## config.mk

```make
export PLATFORM = sky130hd
export DESIGN_NAME = c_escape_sequence_decoder_top_flat
export DESIGN_NICKNAME = d
export VERILOG_FILES = /design/src/c_esc_pkg.sv /design/src/c_esc_if.sv /design/src/c_esc_decode.sv /design/src/c_esc_res_fifo.sv /design/src/c_escape_sequence_decoder_top.sv /design/src/flat_wrapper.sv
export VERILOG_INCLUDE_DIRS = /design/src /design/src/src
export SDC_FILE = /design/constraint.sdc
export NUM_CORES = 1
export LEC_CHECK = 0
export BUFFER_PORTS_ARGS = -buffer_cell sky130_fd_sc_hd__buf_2
export CAP_MARGIN = 20
export CORE_MARGIN = 10
export CORE_UTILIZATION = 40
export CTS_CLUSTER_DIAMETER = 150
export DETAILED_ROUTE_END_ITERATION = 7
export HOLD_SLACK_MARGIN = 0.06
export PLACE_DENSITY_LB_ADDON = 0.05
export SKIP_LAST_GASP = 1
export SYNTH_ARGS = -nofsm -noshare
export SYNTH_HDL_FRONTEND = slang
export SYNTH_SLANG_ARGS = --single-unit
```

## constraint.sdc

```tcl
create_clock -name clk_i -period 6 [get_ports clk_i]
set_input_delay 0.6 -clock clk_i [delete_from_list [all_inputs] [get_ports clk_i]]
set_output_delay 0.6 -clock clk_i [all_outputs]
set_load 0.05 [all_outputs]
```

## src/c_escape_sequence_decoder_top_macros.svh

```systemverilog
// Assertion macros shared by the escape sequence decoder.
`ifndef C_ESCAPE_SEQUENCE_DECODER_TOP_MACROS_SVH
`define C_ESCAPE_SEQUENCE_DECODER_TOP_MACROS_SVH

// Same-cycle implication, sampled on clk_i and idle during reset.
`define C_ESC_ASSERT_IMP(label, ante, cons) \
  label: assert property (@(posedge clk_i) disable iff (!rst_ni) (ante) |-> (cons)) \
    else $error("escape decoder check failed");

// Next-cycle implication, sampled on clk_i and idle during reset.
`define C_ESC_ASSERT_NEXT(label, ante, cons) \
  label: assert property (@(posedge clk_i) disable iff (!rst_ni) (ante) |=> (cons)) \
    else $error("escape decoder check failed");

`endif

```

## src/c_esc_pkg.sv

```systemverilog
// Types and constants shared by the escape sequence decoder modules.
package c_esc_pkg;

  // Default depth of the result queue; must hold two words at least.
  localparam int unsigned RES_DEPTH = 4;

  typedef enum logic [1:0] {
    MODE_TEXT = 2'd0,
    MODE_ESC  = 2'd1,
    MODE_OCT  = 2'd2,
    MODE_HEX  = 2'd3
  } mode_e;

  typedef struct packed {
    mode_e      mode;
    logic [7:0] value;
    logic [1:0] oct_cnt;
  } dec_state_t;

  typedef struct packed {
    logic [7:0] out_byte;
    logic       byte_valid;
    logic       literal_end;
    logic       run_last;
  } res_t;

  // Words produced by one decoded byte, in order; count is 0 to 2.
  typedef struct packed {
    logic [1:0] count;
    res_t       first;
    res_t       second;
  } dec_push_t;

endpackage

```

## src/c_esc_if.sv

```systemverilog
// Handshake interfaces for the raw byte input and the decoded result output.
interface c_esc_byte_if;
  logic       valid;
  logic       ready;
  logic [7:0] in_byte;
  logic       is_final;

  modport source (output valid, output in_byte, output is_final, input ready);
  modport sink (input valid, input in_byte, input is_final, output ready);
endinterface

interface c_esc_res_if;
  logic       valid;
  logic       ready;
  logic [7:0] out_byte;
  logic       byte_valid;
  logic       literal_end;
  logic       run_last;

  modport source (output valid, output out_byte, output byte_valid, output literal_end,
                  output run_last, input ready);
  modport sink (input valid, input out_byte, input byte_valid, input literal_end,
                input run_last, output ready);
endinterface

```

## src/c_esc_decode.sv

```systemverilog
// Escape decoding state register and the per-byte decode logic.
module c_esc_decode (
  input  logic                   clk_i,
  input  logic                   rst_ni,
  input  logic                   en_i,
  input  logic [7:0]             in_byte_i,
  input  logic                   is_final_i,
  output c_esc_pkg::dec_push_t   push_o,
  output c_esc_pkg::dec_state_t  state_o
);

  localparam logic [7:0] CH_BSLASH = 8'h5C;
  localparam logic [7:0] CH_ZERO   = 8'h30;
  localparam logic [7:0] CH_SEVEN  = 8'h37;
  localparam logic [7:0] CH_NINE   = 8'h39;
  localparam logic [7:0] CH_LO_A   = 8'h61;
  localparam logic [7:0] CH_LO_F   = 8'h66;
  localparam logic [7:0] CH_UP_A   = 8'h41;
  localparam logic [7:0] CH_UP_F   = 8'h46;
  localparam logic [7:0] CH_LO_X   = 8'h78;
  localparam logic [7:0] CH_LO_N   = 8'h6E;
  localparam logic [7:0] CH_LO_B   = 8'h62;
  localparam logic [7:0] CH_LO_R   = 8'h72;
  localparam logic [7:0] CH_LO_T   = 8'h74;
  localparam logic [7:0] CH_LO_V   = 8'h76;
  localparam logic [1:0] OCT_MAX   = 2'd3;

  localparam c_esc_pkg::dec_state_t STATE_RST = '{
    mode: c_esc_pkg::MODE_TEXT, value: 8'd0, oct_cnt: 2'd0};

  c_esc_pkg::dec_state_t state_q, state_d;
  c_esc_pkg::res_t       res [2];
  logic [1:0]            n_res;
  logic                  is_oct, is_hex, do_plain;
  logic [3:0]            hex_val;
  logic [7:0]            oct_next;
  logic [1:0]            cnt_next;

  function automatic c_esc_pkg::res_t byte_word(input logic [7:0] b);
    c_esc_pkg::res_t r;
    r.out_byte    = b;
    r.byte_valid  = 1'b1;
    r.literal_end = 1'b0;
    r.run_last    = 1'b0;
    return r;
  endfunction

  function automatic logic [7:0] esc_char(input logic [7:0] c);
    logic [7:0] m;
    case (c)
      CH_LO_N: m = 8'h0A;
      CH_LO_A: m = 8'h07;
      CH_LO_B: m = 8'h08;
      CH_LO_F: m = 8'h0C;
      CH_LO_R: m = 8'h0D;
      CH_LO_T: m = 8'h09;
      CH_LO_V: m = 8'h0B;
      default: m = c;
    endcase
    return m;
  endfunction

  always_comb begin
    is_oct   = (in_byte_i >= CH_ZERO) && (in_byte_i <= CH_SEVEN);
    is_hex   = ((in_byte_i >= CH_ZERO) && (in_byte_i <= CH_NINE)) ||
               ((in_byte_i >= CH_LO_A) && (in_byte_i <= CH_LO_F)) ||
               ((in_byte_i >= CH_UP_A) && (in_byte_i <= CH_UP_F));
    // Letters carry their value minus nine in the low nibble.
    hex_val  = (in_byte_i <= CH_NINE) ? in_byte_i[3:0] : in_byte_i[3:0] + 4'd9;
    oct_next = {state_q.value[4:0], 3'b000} + {5'd0, in_byte_i[2:0]};
    cnt_next = state_q.oct_cnt + 2'd1;

    state_d  = state_q;
    res[0]   = '0;
    res[1]   = '0;
    n_res    = 2'd0;
    do_plain = 1'b0;

    case (state_q.mode)
      c_esc_pkg::MODE_TEXT: begin
        do_plain = 1'b1;
      end
      c_esc_pkg::MODE_ESC: begin
        if (is_oct) begin
          state_d.mode    = c_esc_pkg::MODE_OCT;
          state_d.value   = {5'd0, in_byte_i[2:0]};
          state_d.oct_cnt = 2'd1;
        end else if (in_byte_i == CH_LO_X) begin
          state_d.mode  = c_esc_pkg::MODE_HEX;
          state_d.value = 8'd0;
        end else begin
          state_d.mode   = c_esc_pkg::MODE_TEXT;
          res[n_res[0]]  = byte_word(esc_char(in_byte_i));
          n_res          = n_res + 2'd1;
        end
      end
      c_esc_pkg::MODE_OCT: begin
        if (is_oct) begin
          if (cnt_next == OCT_MAX) begin
            res[n_res[0]] = byte_word(oct_next);
            n_res         = n_res + 2'd1;
            state_d       = STATE_RST;
          end else begin
            state_d.value   = oct_next;
            state_d.oct_cnt = cnt_next;
          end
        end else begin
          res[n_res[0]] = byte_word(state_q.value);
          n_res         = n_res + 2'd1;
          state_d       = STATE_RST;
          do_plain      = 1'b1;
        end
      end
      c_esc_pkg::MODE_HEX: begin
        if (is_hex) begin
          state_d.value = {state_q.value[3:0], hex_val};
        end else begin
          res[n_res[0]] = byte_word(state_q.value);
          n_res         = n_res + 2'd1;
          state_d       = STATE_RST;
          do_plain      = 1'b1;
        end
      end
      default: begin
        state_d = STATE_RST;
      end
    endcase

    if (do_plain) begin
      if (in_byte_i == CH_BSLASH) begin
        state_d.mode = c_esc_pkg::MODE_ESC;
      end else begin
        res[n_res[0]] = byte_word(in_byte_i);
        n_res         = n_res + 2'd1;
      end
    end

    if (is_final_i) begin
      // Flush a pending numeric escape, then make sure the end marker has a word.
      if ((state_d.mode == c_esc_pkg::MODE_OCT) || (state_d.mode == c_esc_pkg::MODE_HEX)) begin
        res[n_res[0]] = byte_word(state_d.value);
        n_res         = n_res + 2'd1;
      end
      if (n_res == 2'd0) begin
        n_res = 2'd1;
      end
      res[n_res[1]].literal_end = 1'b1;
      state_d = STATE_RST;
    end

    if (n_res != 2'd0) begin
      res[n_res[1]].run_last = 1'b1;
    end

    push_o.count  = en_i ? n_res : 2'd0;
    push_o.first  = res[0];
    push_o.second = res[1];
  end

  always_ff @(posedge clk_i or negedge rst_ni) begin
    if (!rst_ni) begin
      state_q <= STATE_RST;
    end else if (en_i) begin
      state_q <= state_d;
    end
  end

  assign state_o = state_q;

endmodule

```

## src/c_esc_res_fifo.sv

```systemverilog
// Result queue that takes up to two words a cycle and hands out one while the output side is ready.
module c_esc_res_fifo #(
  parameter int unsigned DEPTH = c_esc_pkg::RES_DEPTH
) (
  input  logic                 clk_i,
  input  logic                 rst_ni,
  input  c_esc_pkg::dec_push_t push_i,
  output logic                 room_o,
  c_esc_res_if.source          res_o
);

  localparam int unsigned PW = (DEPTH > 2) ? $clog2(DEPTH) : 1;
  localparam int unsigned CW = $clog2(DEPTH + 1);

  c_esc_pkg::res_t mem_q [DEPTH];
  logic [PW-1:0]   wr_ptr_q, wr_ptr_d, rd_ptr_q, rd_ptr_d, wr_ptr_nx;
  logic [CW-1:0]   count_q, count_d;
  logic            pop;

  function automatic logic [PW-1:0] ptr_inc(input logic [PW-1:0] p);
    return (p == PW'(DEPTH - 1)) ? '0 : p + PW'(1);
  endfunction

  assign pop       = res_o.valid && res_o.ready;
  assign wr_ptr_nx = ptr_inc(wr_ptr_q);

  always_comb begin
    case (push_i.count)
      2'd0:    wr_ptr_d = wr_ptr_q;
      2'd1:    wr_ptr_d = wr_ptr_nx;
      default: wr_ptr_d = ptr_inc(wr_ptr_nx);
    endcase
    rd_ptr_d = pop ? ptr_inc(rd_ptr_q) : rd_ptr_q;
    count_d  = count_q + CW'(push_i.count) - CW'(pop);
  end

  // Room for two words, whatever the output side does this cycle.
  assign room_o = (count_q <= CW'(DEPTH - 2));

  always_ff @(posedge clk_i or negedge rst_ni) begin
    if (!rst_ni) begin
      wr_ptr_q <= '0;
      rd_ptr_q <= '0;
      count_q  <= '0;
    end else begin
      wr_ptr_q <= wr_ptr_d;
      rd_ptr_q <= rd_ptr_d;
      count_q  <= count_d;
    end
  end

  always_ff @(posedge clk_i) begin
    if (push_i.count != 2'd0) begin
      mem_q[wr_ptr_q] <= push_i.first;
    end
    if (push_i.count == 2'd2) begin
      mem_q[wr_ptr_nx] <= push_i.second;
    end
  end

  assign res_o.valid       = (count_q != '0);
  assign res_o.out_byte    = mem_q[rd_ptr_q].out_byte;
  assign res_o.byte_valid  = mem_q[rd_ptr_q].byte_valid;
  assign res_o.literal_end = mem_q[rd_ptr_q].literal_end;
  assign res_o.run_last    = mem_q[rd_ptr_q].run_last;

endmodule

```

## src/c_escape_sequence_decoder_top.sv

```systemverilog
// Top level of the C string escape sequence decoder.
// This block takes the raw bytes of one C character or string literal, one
// byte per word on byte_in_i with is_final on the last byte, and returns the
// decoded bytes as words on result_o. Backslash escapes are resolved: one to
// three octal digits, \x with any number of hex digits (a bare \x gives
// zero), both truncated to 8 bits, and the usual letter escapes; an unknown
// letter passes as itself and a trailing backslash yields no byte. Every
// input byte causes zero, one or two result words; run_last marks the last
// word caused by a byte, and literal_end marks the final word of a literal,
// which may carry no byte (byte_valid low). A byte is taken into an input
// register, decoded by a single pass of logic against the escape state once
// the small result queue has room for both of its words, and its words are
// written into that queue, whose head drives result_o. The input accepts one
// byte every cycle as long as the queue has room for two words; since
// result_o moves one word per cycle while its receiver is ready, the
// sustained input rate is one byte per cycle when each byte yields at most
// one word, and bytes that yield two words slow it down.

`include "c_escape_sequence_decoder_top_macros.svh"

module c_escape_sequence_decoder_top #(
  parameter int unsigned RES_DEPTH = c_esc_pkg::RES_DEPTH
) (
  input  logic         clk_i,
  input  logic         rst_ni,
  c_esc_byte_if.sink   byte_in_i,
  c_esc_res_if.source  result_o
);

  // Input register: one raw byte waiting for its decode pass.
  logic       s1_valid_q;
  logic [7:0] s1_byte_q;
  logic       s1_final_q;

  logic                  res_room;
  logic                  advance;
  logic                  in_accept;
  c_esc_pkg::dec_push_t  push;
  c_esc_pkg::dec_state_t dec_state;

  // The held byte is decoded when the queue can take both of its words.
  assign advance         = s1_valid_q && res_room;
  assign byte_in_i.ready = !s1_valid_q || res_room;
  assign in_accept       = byte_in_i.valid && byte_in_i.ready;

  always_ff @(posedge clk_i or negedge rst_ni) begin
    if (!rst_ni) begin
      s1_valid_q <= 1'b0;
    end else if (in_accept) begin
      s1_valid_q <= 1'b1;
    end else if (advance) begin
      s1_valid_q <= 1'b0;
    end
  end

  always_ff @(posedge clk_i) begin
    if (in_accept) begin
      s1_byte_q  <= byte_in_i.in_byte;
      s1_final_q <= byte_in_i.is_final;
    end
  end

  c_esc_decode u_decode (
    .clk_i      (clk_i),
    .rst_ni     (rst_ni),
    .en_i       (advance),
    .in_byte_i  (s1_byte_q),
    .is_final_i (s1_final_q),
    .push_o     (push),
    .state_o    (dec_state)
  );

  c_esc_res_fifo #(
    .DEPTH (RES_DEPTH)
  ) u_res_fifo (
    .clk_i  (clk_i),
    .rst_ni (rst_ni),
    .push_i (push),
    .room_o (res_room),
    .res_o  (result_o)
  );

  // A finished literal leaves the escape state at its reset values.
  `C_ESC_ASSERT_NEXT(a_final_clears_state, advance && s1_final_q,
    (dec_state.mode == c_esc_pkg::MODE_TEXT) && (dec_state.value == 8'd0) &&
    (dec_state.oct_cnt == 2'd0))

  // The octal digit count is live only while octal digits are pending.
  `C_ESC_ASSERT_IMP(a_oct_count_range, 1'b1,
    (dec_state.mode == c_esc_pkg::MODE_OCT) ?
    ((dec_state.oct_cnt == 2'd1) || (dec_state.oct_cnt == 2'd2)) :
    (dec_state.oct_cnt == 2'd0))

  // A word without a byte only ever marks the end of a literal.
  `C_ESC_ASSERT_IMP(a_empty_word_is_end, result_o.valid && !result_o.byte_valid,
    result_o.literal_end && result_o.run_last && (result_o.out_byte == 8'd0))

  // A decode pass always finds room for its words.
  `C_ESC_ASSERT_IMP(a_push_needs_room, push.count != 2'd0, res_room && advance)

endmodule
```

## src/flat_wrapper.sv

```systemverilog
// flat-port wrapper written by rule: the top's interface ports become plain ports
module c_escape_sequence_decoder_top_flat 
#(
  parameter int unsigned RES_DEPTH = c_esc_pkg::RES_DEPTH
)
  (clk_i, rst_ni, byte_in_i_valid, byte_in_i_in_byte, byte_in_i_is_final, byte_in_i_ready, result_o_valid, result_o_out_byte, result_o_byte_valid, result_o_literal_end, result_o_run_last, result_o_ready);
  c_esc_byte_if byte_in_i_i ();
  c_esc_res_if result_o_i ();
  input  logic clk_i;
  input  logic rst_ni;
  input wire logic [$bits(byte_in_i_i.valid)-1:0] byte_in_i_valid;
  input wire logic [$bits(byte_in_i_i.in_byte)-1:0] byte_in_i_in_byte;
  input wire logic [$bits(byte_in_i_i.is_final)-1:0] byte_in_i_is_final;
  output wire logic [$bits(byte_in_i_i.ready)-1:0] byte_in_i_ready;
  output wire logic [$bits(result_o_i.valid)-1:0] result_o_valid;
  output wire logic [$bits(result_o_i.out_byte)-1:0] result_o_out_byte;
  output wire logic [$bits(result_o_i.byte_valid)-1:0] result_o_byte_valid;
  output wire logic [$bits(result_o_i.literal_end)-1:0] result_o_literal_end;
  output wire logic [$bits(result_o_i.run_last)-1:0] result_o_run_last;
  input wire logic [$bits(result_o_i.ready)-1:0] result_o_ready;
  assign byte_in_i_i.valid = byte_in_i_valid;
  assign byte_in_i_i.in_byte = byte_in_i_in_byte;
  assign byte_in_i_i.is_final = byte_in_i_is_final;
  assign byte_in_i_ready = byte_in_i_i.ready;
  assign result_o_valid = result_o_i.valid;
  assign result_o_out_byte = result_o_i.out_byte;
  assign result_o_byte_valid = result_o_i.byte_valid;
  assign result_o_literal_end = result_o_i.literal_end;
  assign result_o_run_last = result_o_i.run_last;
  assign result_o_i.ready = result_o_ready;
  c_escape_sequence_decoder_top #(.RES_DEPTH(RES_DEPTH)) u_core (.clk_i(clk_i), .rst_ni(rst_ni), .byte_in_i(byte_in_i_i), .result_o(result_o_i));
endmodule
```

==> results.cfg <==
[critical_path]
r2r-start = u_core.s1_byte_q[0]
worstSetupStartpointType = flop
critPathSlowestCell = a2111oi_4
reg2reg_setup_slack_ns = 0.81
worstPathRequired_ns = 5.97
critPathMaxStageDelay_ns = 0.56
crit_type = reg2reg
r2r_end = u_core.u_res_fifo.mem_q[1][6]
critPathMostFrequentCell = ha_1
critPathMaxFanout = 12
crit_start = u_core.s1_byte_q[0]
crit_path_end_kind = flop
worst-endpoint-arrival_ns = 5.16
crit_chain = inv_1 > ha_1 > o21bai_1 > a2111o_1 > o21ai_1 > a21oi_1 > ha_1 > nor3_1 > nor3_1 > inv_1 > ha_1 > o211ai_1 > a2111oi_4 > nand2_2 > nand2_1
endpoint = u_core.u_res_fifo.mem_q[1][6]
r2r_cells = 15

[clock_tree]
cts_tree = yes
clkTransAtPathRegs_ns = 0.06
clock_latency_ns = 0.34
hold_buffers = 0
cts_sinks = 73
cts_setup_buffers = 0
cts_buffers = 9
cts_root_buffer = clkbuf_16
cts-resized-gates = 0
cts_max_level = 3
clock_path_buffers = 2

[floorplanning]
start_util_pct = 41.4
die_area_sq_mm = 0.0160
die_w_microns = 127
core_sq_mm = 0.0110
std_cell_rows = 38
chipHeight_microns = 127
boundaryPins = 26

[placed_design]
place_congestion = 0.838
pre_cts_slack_ns = 0.864
port_buffers = 25
placed_cells = 556
place_area_sq_mm = 0.00474
hpwl_mm = 8.52

[synthesis]
synth-edff-count = 53
synth_cell_types = 69
ys_seq_area_share_pct = 46.0
ys_warn_count = 0
syn-num-nets = 442
ys.flop_type = edfxtp_1
ys_seq_elements = 73
synthCells = 410
synthArstFlopShare_pct = 27.4
avgSynthCellArea_sq_um = 11.1
netlist_area_sq_mm = 0.00455

[timing]
hold_viol = 0
slew-limit-headroom_pct = 34.5
rsz0062_at_grt = false
holdWs_ns = 0.224
setup_ws_ns = 0.815
setup-tns-final_ns = 0
slew_viol_final = 0
max_freq_ghz = 0.193
min_period_over_period_pct = 86.4
finalSetupViolCount = 0
tightest_slew_ns = 0.976
period_needed_ns = 5.19
finalClockSkew_ns = 0.00606

[final_layout]
num-nets-final = 459
drive_above_1_share_pct = 17.1
area_growth_pct = 11.2
final_cell_area_sq_mm = 0.00505
final_cells = 572
diodes = 0
utilization_pct = 46.0

[detailed_routing]
drtIter0Drc = 323
dr.pass1.iters = 6
ant_nets = 0
vias = 3285
drc_errors = 0
wl_per_cell_microns = 19.6
drt_wl_total_mm = 11.2
vias_per_cell = 5.74

[pwr]
swShare_pct = 39.0
power_frac_comb_pct = 36.3
cellLeakagePower_nw = 2.07
seq_power_share_pct = 37.0
p_total_mw = 2.15
pwr-share-clk_pct = 26.7
p_int_mw = 1.31
power_density_mw_per_mm2 = 425
peakVddDrop_mv = 0.264
power.switching_mw = 0.836

[global_routing]
overflow = 0
grt_pass1_wl_mm = 18.6
antenna_found_initial = 0
grt_use_total_pct = 14.3
grt_max_degree = 21
grt_pass1_vias = 3434

[job]
maxCapViolCount = 0

[status]
outcome = finished clean

[hold_path]
hp-class = in2async
[power by group through the flow]
| stage | combinational (mW) | sequential, mW | clock [mW] |
|---|---|---|---|
| floorplan | 0.681 | 0.722 | 0 |
| finish | 0.778 | 0.795 | 0.574 |
| global placement | 0.779 | 0.799 | 0 |
| CTS | 0.793 | 0.798 | 0.587 |
| global route | 0.851 | 0.815 | 0.609 |
| detailed placement | 0.790 | 0.808 | 0 |
[cell usage after synthesis, drive strengths merged (2+ instances only)]
cell	count	area [sq um]
o211ai	4	35.0
buf	12	93.8
nand2b	6	37.5
o221a	2	22.5
nand2	59	231
nor3	8	40.0
mux4	11	248
mux2i	33	330
a22o	2	17.5
a22oi	5	37.5
nor4	2	12.5
dfrtp	20	500
o31ai	2	15.0
mux2	3	33.8
and2	6	37.5
a221oi	3	26.3
inv	19	71.3
nor2	13	48.8
a21o	6	45.0
ha	18	225
o21ai	24	120
edfxtp	53	1590
a211oi	2	15.0
or3b	3	28.8
nand3	6	30.0
a21oi	17	96.4
clkbuf	10	37.5
nor2b	6	37.5
or3	2	17.5
or2	3	18.8
o21bai	6	45.0
xnor2	4	35.0
a221o	2	20.0
a222oi	4	40.0
a31oi	5	31.3
and3	5	31.3
[worst max-delay path, delay by kind of cell (launching register included)]
family / cells / cell delay (ns)
buf+inv: 2 / 0.33
flops: 1 / 0.55
simple gates: 4 / 1.33
fa+ha+maj: 3 / 0.82
compound gates: 6 / 1.78
[cell usage in the layout, fill, tap and decap left out, types with 3 or more instances in the layout]
| cell type | synthesis | layout |
|---|---|---|
| a21o_1 | 6 | 6 |
| a21oi_1 | 16 | 16 |
| a221oi_1 | 3 | 3 |
| a222oi_1 | 4 | 4 |
| a22oi_1 | 5 | 5 |
| a31oi_1 | 5 | 5 |
| and2_1 | 6 | 6 |
| and3_1 | 5 | 5 |
| buf_2 | 3 | 25 |
| buf_4 | 2 | 3 |
| clkbuf_16 | 0 | 9 |
| dfrtp_1 | 20 | 20 |
| edfxtp_1 | 53 | 53 |
| ha_1 | 18 | 18 |
| inv_1 | 19 | 19 |
| mux2_2 | 3 | 3 |
| mux2i_1 | 33 | 33 |
| mux4_2 | 11 | 11 |
| nand2_1 | 55 | 55 |
| nand2_2 | 4 | 4 |
| nand2b_1 | 6 | 6 |
| nand3_1 | 6 | 6 |
| nor2_1 | 13 | 13 |
| nor2b_1 | 6 | 6 |
| nor3_1 | 8 | 8 |
| o211ai_1 | 3 | 3 |
| o21ai_0 | 22 | 22 |
| o21bai_1 | 6 | 6 |
| or2_2 | 3 | 3 |
| xnor2_1 | 4 | 4 |
[worst min-delay path by stage]
| stage | startpoint | endpoint | cells past startpoint |
|---|---|---|---|
| finish | rst_ni | u_core.u_decode.state_o[7] | 1 |
| CTS | rst_ni | u_core.u_res_fifo.wr_ptr_q[0] | 1 |
| detailed placement | u_core.u_decode.state_o[1] | u_core.u_decode.state_o[1] | 1 |
| global placement | u_core.u_decode.state_o[1] | u_core.u_decode.state_o[1] | 1 |
| floorplan | rst_ni | u_core.s1_valid_q | 0 |
| global route | rst_ni | u_core.u_res_fifo.wr_ptr_q[0] | 1 |
[layout make-up]
type,instances,area (sq um)
fill,1022,5930
multi-input combinational,296,2250
sequential,73,2090
clock buffer,9,225
tap,140,175
timing repair buffer,28,148
clock inverter,7,92.6
inverter,19,71.3
[cell families after synthesis]
kind of cell	after synthesis	share of synthesized area, %
fa+ha+maj	19	5.40
simple gates	126	13.8
compound gates	100	16.0
mux	47	13.5
buf+inv	41	4.46
flops	73	46.0
xor+xnor	4	0.771
[state kept, by name (all words and copies together), names as in the netlist]
name / count
u_core.s1_valid_q: 1
u_core.u_res_fifo.mem_q: 44
u_core.u_res_fifo.count_q: 3
u_core.u_res_fifo.rd_ptr_q: 2
u_core.u_decode.state_o: 12
u_core.s1_final_q: 1
u_core.u_res_fifo.wr_ptr_q: 2
u_core.s1_byte_q: 8
[routing by layer]
metal	track usage, %	wire (microns)	up-vias
met1	18.5	5180	1595
li1	-	-	1580
met3	3.42	415	22
met2	22.8	5370	88
met5	0	0	-
met4	5.36	254	0
Note: power is estimated with default switching activity, not from simulation.
